### src/rtl/core/bffpa_pkg.sv
// ----------------------------------------------------------------------------
// Bitmap first-fit page allocator - shared definitions
// Operation codes, controller states, map word geometry and the structs
// passed between the controller and the word unit.
// ----------------------------------------------------------------------------
package bffpa_pkg;

	localparam int PAGES_DEF = 512;          // default map size in pages
	localparam int WORD_W    = 8;            // map bits per memory word
	localparam int WSH       = 3;            // log2(WORD_W)
	localparam int PG_W      = 11;           // page numbers and limits (up to 1534)
	localparam int CNT_W     = 10;           // page_count / run length / free count
	localparam int START_W   = 9;
	localparam int FADD_W    = 4;            // free bits in one word, 0..8
	localparam logic [9:0] ACTIVE_RESET = 10'd512;

	typedef enum logic [1:0] {
		OP_CHECK   = 2'd0,
		OP_SEARCH  = 2'd1,
		OP_RESERVE = 2'd2,
		OP_RELEASE = 2'd3
	} op_t;

	typedef enum logic [1:0] {
		ST_CLEAR,
		ST_IDLE,
		ST_RUN,
		ST_HOLD
	} state_t;

	// context for one map word
	typedef struct packed {
		op_t               op;
		logic [CNT_W-1:0]  count;
		logic [PG_W-1:0]   lo;     // first page of mark range
		logic [PG_W-1:0]   hi;     // end of mark range, clipped to limit
		logic [PG_W-1:0]   lim;    // effective active pages
		logic [PG_W-1:0]   base;   // page number of bit 0
		logic [CNT_W-1:0]  run;    // free run carried in from earlier words
	} word_cmd_t;

	typedef struct packed {
		logic              wr;
		logic [WORD_W-1:0] wdata;
		logic [FADD_W-1:0] free_add;
		logic [CNT_W-1:0]  run;
		logic              hit;
		logic [PG_W-1:0]   first;
	} word_res_t;

endpackage

### src/rtl/core/bffpa_map_ram.sv
// ----------------------------------------------------------------------------
// Occupancy map memory
// Simple dual-port RAM, one write and one read port, registered read data.
// ----------------------------------------------------------------------------
module bffpa_map_ram import bffpa_pkg::*; #(
	parameter int DEPTH  = PAGES_DEF / WORD_W,
	parameter int ADDR_W = 6
) (
	input  logic              clk,
	input  logic              we,
	input  logic [ADDR_W-1:0] waddr,
	input  logic [WORD_W-1:0] wdata,
	input  logic [ADDR_W-1:0] raddr,
	output logic [WORD_W-1:0] rdata
);

	logic [WORD_W-1:0] mem [DEPTH];
	logic [WORD_W-1:0] rdata_q;

	always_ff @(posedge clk) begin
		if (we) begin
			mem[waddr] <= wdata;
		end
	end

	always_ff @(posedge clk) begin
		rdata_q <= mem[raddr];
	end

	assign rdata = rdata_q;

endmodule

### src/rtl/core/bffpa_word_unit.sv
// ----------------------------------------------------------------------------
// Map word unit
// Works on one map word: free count, first-fit run tracking and range marking.
// ----------------------------------------------------------------------------
module bffpa_word_unit import bffpa_pkg::*; (
	input  word_cmd_t         cmd,
	input  logic [WORD_W-1:0] data,
	output word_res_t         res
);

	always_comb begin
		logic [PG_W-1:0]   page;
		logic [CNT_W-1:0]  run;
		logic [FADD_W-1:0] fcnt;
		logic              hit;
		logic [PG_W-1:0]   first;
		logic [WORD_W-1:0] wd;
		logic              set_val;
		run     = cmd.run;
		fcnt    = '0;
		hit     = 1'b0;
		first   = '0;
		wd      = data;
		set_val = (cmd.op == OP_RESERVE);
		for (int b = 0; b < WORD_W; b++) begin
			page = cmd.base + PG_W'(b);
			if (page < cmd.lim) begin
				if (!data[b]) begin
					fcnt = fcnt + FADD_W'(1);
				end
				if (!hit) begin
					if (data[b]) begin
						run = '0;
					end else begin
						run = run + CNT_W'(1);
						if (run >= cmd.count) begin
							hit   = 1'b1;
							first = page + PG_W'(1) - {1'b0, run};
						end
					end
				end
			end
			if (page >= cmd.lo && page < cmd.hi) begin
				wd[b] = set_val;
			end
		end
		res.wr       = (cmd.op == OP_RESERVE) || (cmd.op == OP_RELEASE);
		res.wdata    = wd;
		res.free_add = fcnt;
		res.run      = run;
		res.hit      = hit;
		res.first    = first;
	end

endmodule

### src/rtl/core/bitmap_first_fit_page_allocator_top.sv
// ----------------------------------------------------------------------------
// Bitmap first-fit page allocator
// One occupancy bit per page kept in a word-wide RAM; space check, first-fit
// search, reserve and release walk the map one word per cycle.
// ----------------------------------------------------------------------------
// Usage:
//  - cfg channel writes active_pages (values above NUM_PAGES act as NUM_PAGES);
//    write it only while no request is in flight.
//  - s_* carries one request per transfer, m_* one result per request.
//  - A request reads N = ceil(active/8) map words, one per cycle. Its result is
//    loaded once the walk ends and the output register is free, and the next
//    request is taken after that. A search stops at the word holding the run.
//  - One request is worked on at a time; the next one is taken as soon as
//    the result sits in the output register, even if m_tready is low.
//  - After reset the map RAM is cleared, one word per cycle; s_tready stays low
//    until that is done.
//  - A stalled result holds m_tdata; the finished request waits in the core
//    until the output register frees.
// ----------------------------------------------------------------------------
module bitmap_first_fit_page_allocator_top import bffpa_pkg::*; #(
	parameter int NUM_PAGES = PAGES_DEF
) (
	input  logic        clk,
	input  logic        arst_n,
	input  logic        cfg_valid,
	output logic        cfg_ready,
	input  logic [9:0]  cfg_data,     // active_pages
	input  logic        s_tvalid,
	output logic        s_tready,
	input  logic [23:0] s_tdata,      // page_count[9:0], start_page[18:10], zero pad
	input  logic [1:0]  s_tuser,      // op[1:0]
	output logic        m_tvalid,
	input  logic        m_tready,
	output logic [23:0] m_tdata       // found[0], first_page[9:1], free_pages[19:10], pad
);

	localparam int DEPTH  = (NUM_PAGES + WORD_W - 1) / WORD_W;
	localparam int ADDR_W = (DEPTH > 1) ? $clog2(DEPTH) : 1;
	localparam int WC_W   = $clog2(DEPTH + 1);

	state_t state_q, state_d;

	logic [9:0]         active_q;
	op_t                op_q;
	logic [CNT_W-1:0]   count_q;
	logic [PG_W-1:0]    lo_q, hi_q, lim_q;
	logic [WC_W-1:0]    nwords_q, rd_cnt_q;
	logic [ADDR_W-1:0]  clr_cnt_q, addr_s1;
	logic               valid_s1, last_s1;
	logic [CNT_W-1:0]   run_q, free_q;
	logic               hit_q;
	logic [PG_W-1:0]    first_q;
	logic               m_tvalid_q;
	logic [23:0]        m_tdata_q;

	logic [PG_W-1:0]    lim_c, sum_c, hi_c, base_c, addr_ext;
	logic [WC_W-1:0]    nwords_c;
	logic               accept, issue, finish, load_out, out_found;
	logic               mem_we;
	logic [ADDR_W-1:0]  mem_waddr;
	logic [WORD_W-1:0]  mem_wdata, mem_rdata;
	word_cmd_t          cmd;
	word_res_t          res;

	assign cfg_ready = 1'b1;

	always_ff @(posedge clk or negedge arst_n) begin
		if (!arst_n) begin
			active_q <= ACTIVE_RESET;
		end else if (cfg_valid) begin
			active_q <= cfg_data;
		end
	end

	// request decode at accept
	always_comb begin
		lim_c    = (32'(active_q) > NUM_PAGES) ? PG_W'(NUM_PAGES) : PG_W'(active_q);
		sum_c    = {2'b00, s_tdata[18:10]} + {1'b0, s_tdata[9:0]};
		hi_c     = (sum_c > lim_c) ? lim_c : sum_c;
		nwords_c = WC_W'((lim_c + PG_W'(WORD_W - 1)) >> WSH);
	end

	// control
	always_ff @(posedge clk or negedge arst_n) begin
		if (!arst_n) begin
			state_q <= ST_CLEAR;
		end else begin
			state_q <= state_d;
		end
	end

	always_comb begin
		state_d  = state_q;
		s_tready = 1'b0;
		accept   = 1'b0;
		issue    = 1'b0;
		finish   = 1'b0;
		load_out = 1'b0;
		unique case (state_q)
			ST_CLEAR: begin
				if (clr_cnt_q == ADDR_W'(DEPTH - 1)) begin
					state_d = ST_IDLE;
				end
			end
			ST_IDLE: begin
				s_tready = 1'b1;
				if (s_tvalid) begin
					accept  = 1'b1;
					state_d = (nwords_c == '0) ? ST_HOLD : ST_RUN;
				end
			end
			ST_RUN: begin
				finish = valid_s1 && (last_s1 || (op_q == OP_SEARCH && res.hit));
				issue  = !finish && (rd_cnt_q < nwords_q);
				if (finish) begin
					state_d = ST_HOLD;
				end
			end
			ST_HOLD: begin
				load_out = !m_tvalid_q || m_tready;
				if (load_out) begin
					state_d = ST_IDLE;
				end
			end
		endcase
	end

	always_ff @(posedge clk or negedge arst_n) begin
		if (!arst_n) begin
			clr_cnt_q <= '0;
			valid_s1  <= 1'b0;
		end else begin
			if (state_q == ST_CLEAR) begin
				clr_cnt_q <= clr_cnt_q + ADDR_W'(1);
			end
			valid_s1 <= issue;
		end
	end

	// request context, read walk and accumulators
	always_ff @(posedge clk) begin
		if (accept) begin
			op_q     <= op_t'(s_tuser);
			count_q  <= s_tdata[9:0];
			lo_q     <= {2'b00, s_tdata[18:10]};
			hi_q     <= hi_c;
			lim_q    <= lim_c;
			nwords_q <= nwords_c;
			rd_cnt_q <= '0;
			run_q    <= '0;
			free_q   <= '0;
			hit_q    <= 1'b0;
			first_q  <= '0;
		end else begin
			if (issue) begin
				rd_cnt_q <= rd_cnt_q + WC_W'(1);
			end
			if (state_q == ST_RUN && valid_s1) begin
				run_q  <= res.run;
				free_q <= free_q + CNT_W'(res.free_add);
				if (res.hit) begin
					hit_q   <= 1'b1;
					first_q <= res.first;
				end
			end
		end
		addr_s1 <= rd_cnt_q[ADDR_W-1:0];
		last_s1 <= (rd_cnt_q == nwords_q - WC_W'(1));
	end

	assign addr_ext = PG_W'(addr_s1);
	assign base_c   = {addr_ext[PG_W-WSH-1:0], {WSH{1'b0}}};

	always_comb begin
		cmd.op    = op_q;
		cmd.count = count_q;
		cmd.lo    = lo_q;
		cmd.hi    = hi_q;
		cmd.lim   = lim_q;
		cmd.base  = base_c;
		cmd.run   = run_q;
	end

	bffpa_word_unit u_word (
		.cmd  (cmd),
		.data (mem_rdata),
		.res  (res)
	);

	// write port: clearing pass after reset, else read-modify-write of the walk
	always_comb begin
		if (state_q == ST_CLEAR) begin
			mem_we    = 1'b1;
			mem_waddr = clr_cnt_q;
			mem_wdata = '0;
		end else begin
			mem_we    = (state_q == ST_RUN) && valid_s1 && res.wr;
			mem_waddr = addr_s1;
			mem_wdata = res.wdata;
		end
	end

	bffpa_map_ram #(
		.DEPTH  (DEPTH),
		.ADDR_W (ADDR_W)
	) u_ram (
		.clk   (clk),
		.we    (mem_we),
		.waddr (mem_waddr),
		.wdata (mem_wdata),
		.raddr (rd_cnt_q[ADDR_W-1:0]),
		.rdata (mem_rdata)
	);

	// output register
	always_comb begin
		unique case (op_q)
			OP_CHECK:  out_found = (free_q >= count_q);
			OP_SEARCH: out_found = hit_q;
			default:   out_found = 1'b1;
		endcase
	end

	always_ff @(posedge clk or negedge arst_n) begin
		if (!arst_n) begin
			m_tvalid_q <= 1'b0;
		end else if (load_out) begin
			m_tvalid_q <= 1'b1;
		end else if (m_tready) begin
			m_tvalid_q <= 1'b0;
		end
	end

	always_ff @(posedge clk) begin
		if (load_out) begin
			m_tdata_q <= {4'b0000,
				(op_q == OP_CHECK) ? free_q : {CNT_W{1'b0}},
				(op_q == OP_SEARCH && hit_q) ? first_q[START_W-1:0] : {START_W{1'b0}},
				out_found};
		end
	end

	assign m_tvalid = m_tvalid_q;
	assign m_tdata  = m_tdata_q;

	// checks
	a_no_accept_in_clear: assert property (@(posedge clk) disable iff (!arst_n)
		state_q == ST_CLEAR |-> !s_tready)
		else $error("request taken during map clear");

	a_one_at_a_time: assert property (@(posedge clk) disable iff (!arst_n)
		s_tvalid && s_tready |=> !s_tready)
		else $error("second request taken while one is in flight");

	a_no_write_when_idle: assert property (@(posedge clk) disable iff (!arst_n)
		state_q == ST_IDLE || state_q == ST_HOLD |-> !mem_we)
		else $error("map write outside a walk or clear");

	a_load_needs_room: assert property (@(posedge clk) disable iff (!arst_n)
		load_out |-> !m_tvalid || m_tready)
		else $error("result overwrote an untaken result");

endmodule

### config.mk
export PLATFORM = sky130hd
export DESIGN_NAME = bitmap_first_fit_page_allocator_top
export DESIGN_NICKNAME = d
export VERILOG_FILES = /design/src/rtl/core/bffpa_pkg.sv /design/src/rtl/core/bffpa_map_ram.sv /design/src/rtl/core/bffpa_word_unit.sv /design/src/rtl/core/bitmap_first_fit_page_allocator_top.sv
export SDC_FILE = /design/constraint.sdc
export NUM_CORES = 1
export LEC_CHECK = 0
export ABC_CLOCK_PERIOD_IN_PS = 19900
export BUFFER_PORTS_ARGS = -buffer_cell sky130_fd_sc_hd__buf_2
export CAP_MARGIN = 20
export CORE_MARGIN = 1.5
export CORE_UTILIZATION = 40
export DETAILED_ROUTE_END_ITERATION = 12
export GPL_TIMING_DRIVEN = 0
export SYNTH_ARGS = -nofsm -noshare
export SYNTH_HDL_FRONTEND = slang
export SYNTH_SLANG_ARGS = --single-unit
### constraint.sdc
create_clock -name clk -period 19.9 [get_ports clk]
set_clock_uncertainty 0.05 [all_clocks]
set_input_delay 1.99 -clock clk [delete_from_list [all_inputs] [get_ports clk]]
set_output_delay 1.99 -clock clk [all_outputs]
set_load 0.05 [all_outputs]
### Yosys cells after proc, flatten, opt, wreduce, memory -nomap -nowiden

Memory sizes are Yosys's and may differ from the RTL's. A register that Yosys moved wholly into a read port is not among the register bits.
Index checks and enable logic that the tools add are counted.
Widths: inputs -> output; s select.

* bits in registers: 134
* memory bits (writable): 512
* output and inout bits: 27
* memories kept: 1

Memories
* u_ram.mem: words 64, bits a word 8, rd ports 1, clocked after Yosys merged registers in 1, write ports 1, RTL line bffpa_map_ram.sv:17 `logic [WORD_W-1:0] mem [DEPTH];`

* add/sub/neg operators: 43
* magnitude comparators: 36
* equality and inequality tests: 12
* multiplexer cells: 130
* reductions and logical operators: 25

Operators with widths (count)
* $mux 9: 31
* $mux 10: 24
* $lt 10x11->1: 14
* $ge 10x10->1: 9
* $add 10x1->10 const B: 8
* $sub 9x9->9: 8
* $ge 10x9->1: 7
* $add 9x1->9 const B: 7
* $mux 4: 15
* $mux 1: 51
* $add 9x3->10 const B: 4
* $add 4x1->4 const B: 7
* $lt 9x11->1: 2
* $add 9x2->10 const B: 2
* $logic_and 1x1->1: 14
* $add 9x10->11: 1
* $gt 11x10->1: 1
* $mux 11: 1
* $add 10x3->10 const B: 1
* $add 10x4->10: 1
* $add 9x1->10 const B: 1
* $gt 10x10->1 const B: 1
* $ge 9x9->1: 1
* $eq 2x2->1 const B: 4
* other kinds (20): 31

### Logic depth before layout (Yosys ltp)

Gate-level depths: netlist of run 1.

* depth after elaboration: 39
* gate-level depth with buffers: 74
* depth with buffers taken out: 72

### By module

A second synthesis of run 1 with hierarchy kept.

* cells, all modules: 3710
* area total of the unflattened synthesis: 43259.0 um2

By module, submodules not included
* bffpa_map_ram: times used 1, cells an instance 940, area an instance 20166.8 um2, seq. area each 15534.9 um2
* bffpa_word_unit: times used 1, cells an instance 2181, area an instance 16619.7 um2, seq. area each 0.0 um2
* bitmap_first_fit_page_allocator_top: times used 1, cells an instance 589, area an instance 6472.5 um2, seq. area each 3454.6 um2

### Worst setup path after synthesis of run 1

No wires, ideal clock.

* kind: reg2reg
* from: register addr_s1[3]
* to: register rd_cnt_q[6]
* library setup time: 128 ps
* arrival: 14581 ps
* path slack: 5141 ps
* cell stages (with the launch flop): 72
* path buffers: 0
* clock period less this slack: 14759 ps
* path through: dfxtp_1 -> ha_1 -> and4_4 -> a211o_1 -> a2111oi_4 -> mux2i_4 -> inv_2 -> ha_1 -> nand3_1 -> a2111o_1 -> o221ai_1 -> xnor2_1 -> ha_1 -> nand4_1 -> nor2_1 -> o2bb2ai_1 -> o21ai_0 -> nand3_1 -> [... 36 more ...] -> a21o_1 -> a21o_1 -> a21o_1 -> a21o_1 -> a21oi_1 -> nor2b_1 -> o21ai_0 -> nand2b_1 -> a21oi_1 -> nor3_1 -> nor2_1 -> nor3b_1 -> o21ai_0 -> nand4b_1 -> nor3_1 -> nand3_1 -> xor2_1 -> nor2_1

* cells in the longest elaborated chain, start to end: 38

Ends and longest elaborated chain
* start, declared: RTL line bitmap_first_fit_page_allocator_top.sv:48 `logic [ADDR_W-1:0] clr_cnt_q, addr_s1;`
* start signal, assigned: RTL line bitmap_first_fit_page_allocator_top.sv:167 `addr_s1 <= rd_cnt_q[ADDR_W-1:0];`
* $lt 9x11->1: RTL line bffpa_word_unit.sv:27 `if (page < cmd.lim) begin`
* $mux 10: RTL line bffpa_word_unit.sv:27
* $add 10x1->10: RTL line bffpa_word_unit.sv:35 `run = run + CNT_W'(1);`
* $mux 10 or $ge 10x10->1 (tied branches): RTL line bffpa_word_unit.sv:32, bffpa_word_unit.sv:36
* $mux 10 or $mux 1 (tied branches): RTL line bffpa_word_unit.sv:31, bffpa_word_unit.sv:36
* $mux 10 or $mux 1 (tied branches): RTL line bffpa_word_unit.sv:27, bffpa_word_unit.sv:32
* $add 10x1->10 or $mux 1 (tied branches): RTL line bffpa_word_unit.sv:35, bffpa_word_unit.sv:31
* $mux 10 (tied with other cells): RTL line bffpa_word_unit.sv:32 `if (data[b]) begin`
* [... 22 more ...]
* $mux 1: RTL line bffpa_word_unit.sv:31 `if (!hit) begin`
* $mux 1 *: RTL line bffpa_word_unit.sv:27
* $logic_and 1x1->1 *: RTL line bitmap_first_fit_page_allocator_top.sv:113 `finish = valid_s1 && (last_s1 || (op_q == OP_SEARCH && res.hit));`
* $logic_or 1x1->1 *: RTL line bitmap_first_fit_page_allocator_top.sv:113
* $logic_and 1x1->1 *: RTL line bitmap_first_fit_page_allocator_top.sv:113
* $logic_not 1->1 *: RTL line bitmap_first_fit_page_allocator_top.sv:114 `issue = !finish && (rd_cnt_q < nwords_q);`
* $logic_and 1x1->1 *: RTL line bitmap_first_fit_page_allocator_top.sv:114
* $mux 1 *: RTL line bitmap_first_fit_page_allocator_top.sv:99 `unique case (state_q)`
* end signal, assigned: RTL line bitmap_first_fit_page_allocator_top.sv:156 `rd_cnt_q <= rd_cnt_q + WC_W'(1);`
* end, declared: RTL line bitmap_first_fit_page_allocator_top.sv:47 `logic [WC_W-1:0] nwords_q, rd_cnt_q;`

Every way passes the cells marked *; elsewhere a longest branch is shown, timed or not.
A chain may end at the register's enable or synchronous reset.

### Worst setup path in the final report of run 1

Ends and elaborated chain as after synthesis.

==> flow_summary_export.csv, run 1 <==
group,metric,value,unit
timing,maxSlewHeadroom,26.49,%
global_routing,grt_max_degree,59,
clocking,insertion_delay,620,ps
finish,final_cells,4003,
finish,antenna_cells,0,
floorplanning,die_area,90110,um^2
clocking,cts_hold_buf,0,
synth,synth.avg_cell_area,13.36,um^2
floorplanning,initial_utilization,40.53,%
pwr,irDropWorstVdd,0.1503,mV
clocking,cts_inserted_buffers,67,
placed_design,gp_routability_congestion,0.9130,
timing,post-route-period-util,93.30,%
synth,ys_warn_count,0,
setup_path,path_common_cell,"a21o_1",
finish,final_cell_area,39820,um^2
synth,yosys-top-cells-area,"edfxtp_1 49%, mux4_2 11%, ha_1 7.7%, dfxtp_1 2.9%, xnor2_1 2.6%",
timing,fin_crit,18570,ps
setup_path,critPathLaunchType,"register",
global_routing,grt_pass1_wl,152900,um
synth,synth.distinct_cells,116,
finish,final_layout_size_suffix_gt1_share,15.87,%
detailed_routing,drt_iter0_drc,1990,
detailed_routing,firstDrtPassIters,5,
timing,grt_setup_unrepaired,"false",
clocking,cts_tree,"built",
synth,synth_top_area_share,49.39,%
floorplanning,die-width,300.2,um
status,status,"finished clean",
detailed_routing,drc,0,
detailed_routing,routed_wirelength,103200,um
pwr,power.internal,3802,uW
detailed_routing,antenna_left,0,
run,maxCapViolCount,0,
setup_path,crit_path_top_delay_cell,"a2111oi_4",
timing,setup_viol,0,
floorplanning,pin_count,68,
placed_design,io_buffer_count,57,
global_routing,grt_overflow,0,
pwr,leakage,0.01436,uW
synth,netlist_instances,2645,
timing,max_clock_freq,0.05386,GHz
setup_path,critical_path_arrival,18980,ps
min_path,min_path_type,"reg -> reg",
clocking,cts.clk_slew.worst_paths,60,ps
finish,area_delta_synth_final,12.73,%
finish,post-route-util,45.69,%
clocking,cts.htree.levels,3,
setup_path,crit_required,20320,ps
placed_design,place_worst_setup_slack,485.3,ps
detailed_routing,vias_per_cell,5.772,
detailed_routing,num_vias,23110,
synth,synthFlopType,"edfxtp_1",
clocking,cts-root-buf,"clkbuf_16",
pwr,p_clk_share,20.6,%
detailed_routing,wl_per_cell,25.77,um
global_routing,grt_pass1_vias,23390,
synth,yosysTopAreaCell,"edfxtp_1",
setup_path,crit_path_max_incr_delay,760,ps
synth,ys_async_sr_fraction,3.063,%
timing,setup_ws,1334,ps
pwr,p_comb_share,49.3,%
timing,tns,0,ps
clocking,clock_path_buffers,3,
floorplanning,die_y,300.2,um
pwr,power.density,160.3,nW/um^2
synth,synth_seq_cells,653,
synth,ys_seq_area_share,53.75,%
pwr,power_switching_share,40.44,%
floorplanning,row_count,108,
setup_path,crit_path_end_kind,"register",
setup_path,crit_type,"reg -> reg",
finish,final_nets,3059,
timing,tightest_slew,1096,ps
global_routing,grt.total_usage,22.95,%
pwr,pwr-share-seq,30.1,%
synth,synth-edff-count,581,
timing,finalMaxSlewViolations,0,
placed_design,placedCellCount,3877,
placed_design,dp_hpwl,75690,um
synth,syn_area,35330,um^2
setup_path,critical_path.max_fanout,8,
placed_design,placed_cell_area,37470,um^2
clocking,clock-sinks,653,
timing,hold_viol,0,
floorplanning,core-area,87160,um^2
pwr,p_switching,2582,uW
global_routing,antenna_found_initial,1,
[power by group through the flow]
stage / registers (uW) / clock network (uW) / logic, uW
after global placement: 2000 / 0 / 2920
after global routing: 1930 / 1390 / 3410
after CTS: 1920 / 1340 / 3120
final: 1920 / 1320 / 3140
after floorplan: 1950 / 0 / 2070
after detailed placement: 1950 / 0 / 3090
[worst max-delay path, delay by kind of cell (launching register included)]
family,cells,cell delay [ps]
XOR/XNOR,3,700
buffers and inverters,5,600
AO/OA/AOI/OAI,28,6960
flip-flops,1,670
multiplexers,3,1370
adder cells (fa/ha/maj),10,3240
AND/OR/NAND/NOR,22,4810
[what timing repair did]
action | in CTS | in global routing
endpoints found under the hold margin | 0 | 0
endpoints found under the setup margin | 0 | 16
resized for setup | 0 | 5
buffers inserted | 0 | 2
[area by class of cell]
type                    instances  area (um^2)
plain buffers                  88        361.6
repair buffers                 78        663.1
inverters                     143        536.8
flip-flops and latches        653        18990
clock inverters                44        569.3
fillers                      7710        47340
well taps                    1155         1445
clock buffers                  77         1714
multi-input cells            1765        15540
[Yosys cell counts, types with 19 or more instances]
master and count:
buf_1 19, clkbuf_1 59, and2_1 37, edfxtp_1 581, o21ai_0 85, nor2b_1 32, a21o_1 50, nor3_1 45
nand2_1 154, mux2i_1 34, mux2_2 20, nand2b_1 33, a211oi_1 22, dfrtp_1 19, and3_1 28, inv_1 140
ha_1 218, nand3_1 50, dfxtp_1 52, nor2_1 194, a21oi_1 109, mux4_2 168, xnor2_1 103, xor2_1 60
[metal layers]
metal	global-route usage, %	vias to the layer above	part of all wire (%)
met1	29.86	11760	42
li1	-	10500	-
met3	3.194	151	5.5
met5	0	-	0
met4	7.287	0	3.0
met2	39.61	697	50
[kinds of logic after synthesis]
| group | after synthesis | share of synthesized area (%) |
|---|---|---|
| and+or+nand+nor | 686 | 9.956 |
| buffers and inverters | 231 | 2.532 |
| other | 2 | 0.02126 |
| xor gates and xnor gates | 165 | 4.151 |
| muxes | 226 | 12.50 |
| adders and majority gates | 223 | 7.976 |
| DFF | 653 | 53.75 |
| AOI/OAI and AO/OA | 459 | 9.110 |
[placed cells by master (no fill, tap or decap), types with 20 or more instances in the layout]
cell type	instances
a21o_1	50
buf_2	62
mux2_2	20
nor2_1	186
nand2b_1	33
nor3_1	45
nor2b_1	32
o21ai_0	85
mux4_2	168
and2_1	37
ha_1	218
a21oi_1	106
and3_1	28
a211oi_1	22
clkbuf_1	68
nand3_1	50
inv_1	140
edfxtp_1	581
clkbuf_16	67
dfxtp_1	51
xor2_1	60
xnor2_1	103
nand2_1	154
mux2i_1	34
[flip-flops by register name, summed over array words and instances, names as in the netlist, 2 cells and up]
signal / count
u_ram.mem: 512
m_tdata: 20
hi_q: 11
active_q: 10
count_q: 10
free_q: 10
lim_q: 10
run_q: 10
first_q: 9
lo_q: 9
u_ram.rdata: 8
nwords_q: 7
rd_cnt_q: 7
addr_s1: 6
clr_cnt_q: 6
op_q: 2
state_q: 2
[per-stage QoR]
stage                     total power (uW)  hold slack (ps)
final                                 6383            324.6
after global routing                  6727            336.5
after CTS                             6379            322.5
after detailed placement              5048            314.2
after global placement                4911            316.3
after floorplan                       4024            302.9
[final timing paths]
path | depth (start not counted) | endpoint | start | slack, ps
min in group asynchronous | 1 | active_q[2] | arst_n | 1310
worst max-delay path | 71 | rd_cnt_q[6] | addr_s1[3] | 1330
worst min register to register | 0 | addr_s1[3] | rd_cnt_q[3] | 320
max in group asynchronous | 1 | state_q[1] | arst_n | 18110
worst min-delay path | 0 | addr_s1[3] | rd_cnt_q[3] | 320
worst max register to register | 71 | rd_cnt_q[6] | addr_s1[3] | 1330
Note: power is estimated with default switching activity, not from simulation.
==> run 2: changes to the inputs <==
--- a/config.mk
+++ b/config.mk
@@ -9,9 +9,10 @@
 export BUFFER_PORTS_ARGS = -buffer_cell sky130_fd_sc_hd__buf_2
 export CAP_MARGIN = 20
 export CORE_MARGIN = 1.5
-export CORE_UTILIZATION = 40
+export CORE_UTILIZATION = 62
 export DETAILED_ROUTE_END_ITERATION = 12
 export GPL_TIMING_DRIVEN = 0
+export PLACE_DENSITY = 0.79
 export SYNTH_ARGS = -nofsm -noshare
 export SYNTH_HDL_FRONTEND = slang
 export SYNTH_SLANG_ARGS = --single-unit
==> flow_summary_export.csv, run 2 (synthesized netlist as in run 1, its figures left out) <==
group,metric,value,unit
pwr,power.density,160.0,nW/um^2
floorplanning,core-area,56390,um^2
finish,layout_common_cells,"581 x edfxtp_1, 218 x ha_1, 187 x nor2_1, 168 x mux4_2, 154 x nand2_1",
timing,fin_crit,18810,ps
global_routing,grt_pass1_wl,153500,um
clocking,clock-sinks,653,
setup_path,crit_path_max_incr_delay,750,ps
detailed_routing,firstDrtPassIters,6,
finish,antenna_cells,0,
clocking,cts_hold_buf,0,
run,maxCapViolCount,0,
clocking,cts.clk_slew.worst_paths,60,ps
finish,final_cell_area,38810,um^2
clocking,cts.htree.levels,2,
floorplanning,die-width,241.7,um
timing,tns,0,ps
setup_path,crit_path_end_kind,"register",
setup_path,crit_start,"addr_s1[3]",
pwr,leakage,0.01412,uW
finish,final_cells,3585,
setup_path,critical_path.max_fanout,14,
clocking,cts_tree,"built",
setup_path,crit_type,"reg -> reg",
finish,multi_input_area,15530,um^2
status,status,"finished clean",
finish,final_common_cell,"edfxtp_1",
global_routing,grt_max_degree,49,
setup_path,crit_path_top_delay_cell,"nor4_4",
detailed_routing,routed_wirelength,102500,um
detailed_routing,drc,0,
floorplanning,pin_count,68,
finish,regMostFlops,"u_ram.mem",
detailed_routing,wl_per_cell,28.59,um
timing,max_clock_freq,0.05317,GHz
placed_design,placedCellCount,3473,
timing,tightest_slew,1145,ps
floorplanning,initial_utilization,62.65,%
timing,hold_slack,333.4,ps
detailed_routing,vias_per_cell,6.805,
global_routing,grt_pass1_vias,24370,
detailed_routing,drt_iter0_drc,2744,
setup_path,critPathLaunchType,"register",
placed_design,io_buffer_count,57,
timing,post-route-period-util,94.52,%
timing,finalMaxSlewViolations,0,
min_path,min_path_type,"reg -> reg",
setup_path,path_common_cell,"ha_1",
setup_path,rrSetupSlack,1090,ps
placed_design,dp_hpwl,70340,um
finish,area_delta_synth_final,9.875,%
setup_path,endpoint,"rd_cnt_q[6]",
clocking,clock_path_buffers,3,
timing,maxSlewHeadroom,23.21,%
clocking,cts-root-buf,"clkbuf_16",
timing,setup_viol,0,
timing,grt_setup_unrepaired,"false",
global_routing,grt.total_usage,35.16,%
floorplanning,die_y,241.7,um
placed_design,placed_cell_area,36860,um^2
floorplanning,die_area,58420,um^2
setup_path,rr_endpoint,"rd_cnt_q[6]",
global_routing,grt_overflow,0,
timing,hold_viol,0,
placed_design,gp_routability_congestion,1.028,
setup_path,reg2reg_from,"addr_s1[3]",
detailed_routing,antenna_left,0,
global_routing,antenna_found_initial,1,
finish,final_nets,3046,
clocking,cts_inserted_buffers,60,
finish,final_layout_size_suffix_gt1_share,15.09,%
detailed_routing,num_vias,24400,
finish,final.fill_count,3874,
setup_path,crit_required,20330,ps
finish,largest_reg_flops,512,
setup_path,critical_path_arrival,19240,ps
setup_path,r2r_cells,70,
clocking,insertion_delay,660,ps
floorplanning,row_count,87,
finish,regArea,19000,um^2
pwr,irDropWorstVdd,0.1193,mV
run 2: timing repair:
| item | 4_1_cts | 5_1_grt |
|---|---|---|
| endpoints found under the hold margin | 0 | 0 |
| gates resized for setup | 0 | 8 |
| setup endpoints to repair | 0 | 13 |
| buffers inserted | 0 | 0 |
run 2: cell type report:
type	count	share of cell area, %
buffer	88	0.9251
clock buffer	74	4.004
clock inverter	34	0.8768
inverter	143	1.383
multi-input combinational	1765	40.02
sequential	653	48.94
tap	756	2.437
timing repair buffer	72	1.412
run 2: layer usage:
metal / share of wire, % / routed length, um / GRT usage, % / up-vias
li1: - / - / - / 10460
met1: 36 / 36560 / 43.40 / 11980
met5: 0 / 0 / 0 / -
met4: 6.9 / 7092 / 20.37 / 0
met2: 49 / 50270 / 59.39 / 1554
met3: 8.4 / 8594 / 5.228 / 412
run 2: worst max-delay path: cells and delay by family (launching register included):
| family | cells | cell delay [ps] |
|---|---|---|
| muxes | 2 | 1090 |
| adders and majority gates | 9 | 2840 |
| xor gates and xnor gates | 4 | 1000 |
| AOI/OAI and AO/OA | 24 | 5620 |
| DFF | 1 | 700 |
| buffers and inverters | 4 | 620 |
| and+or+nand+nor | 27 | 6740 |
run 2: worst min path at each step:
| stage | startpoint | end | slack, ps | cells after the start |
|---|---|---|---|---|
| 2_1_floorplan | rd_cnt_q[2] | addr_s1[2] | 300 | 0 |
| 3_3_place_gp | rd_cnt_q[3] | addr_s1[3] | 310 | 0 |
| 3_5_place_dp | rd_cnt_q[3] | addr_s1[3] | 320 | 0 |
| 4_1_cts | rd_cnt_q[3] | addr_s1[3] | 330 | 0 |
| 5_1_grt | rd_cnt_q[3] | addr_s1[3] | 320 | 0 |
| 6_report | rd_cnt_q[3] | addr_s1[3] | 330 | 0 |
run 2: power by group:
group,leakage (uW),switching (uW),internal (uW),total [uW]
Combinational,0.00723,1950,1200,3150
Clock,0.000923,511,621,1130
Sequential,0.00596,103,1820,1930
run 2: stage by stage:
stage               util, %  setup WS, ps  total power (uW)
global route          68.84         15.69              6475
detailed placement    65.37          1099              4972
finish                68.84          1091              6210
floorplan                 -          5141              4024
CTS                   68.73         841.2              6134
global placement      64.86          1265              4803
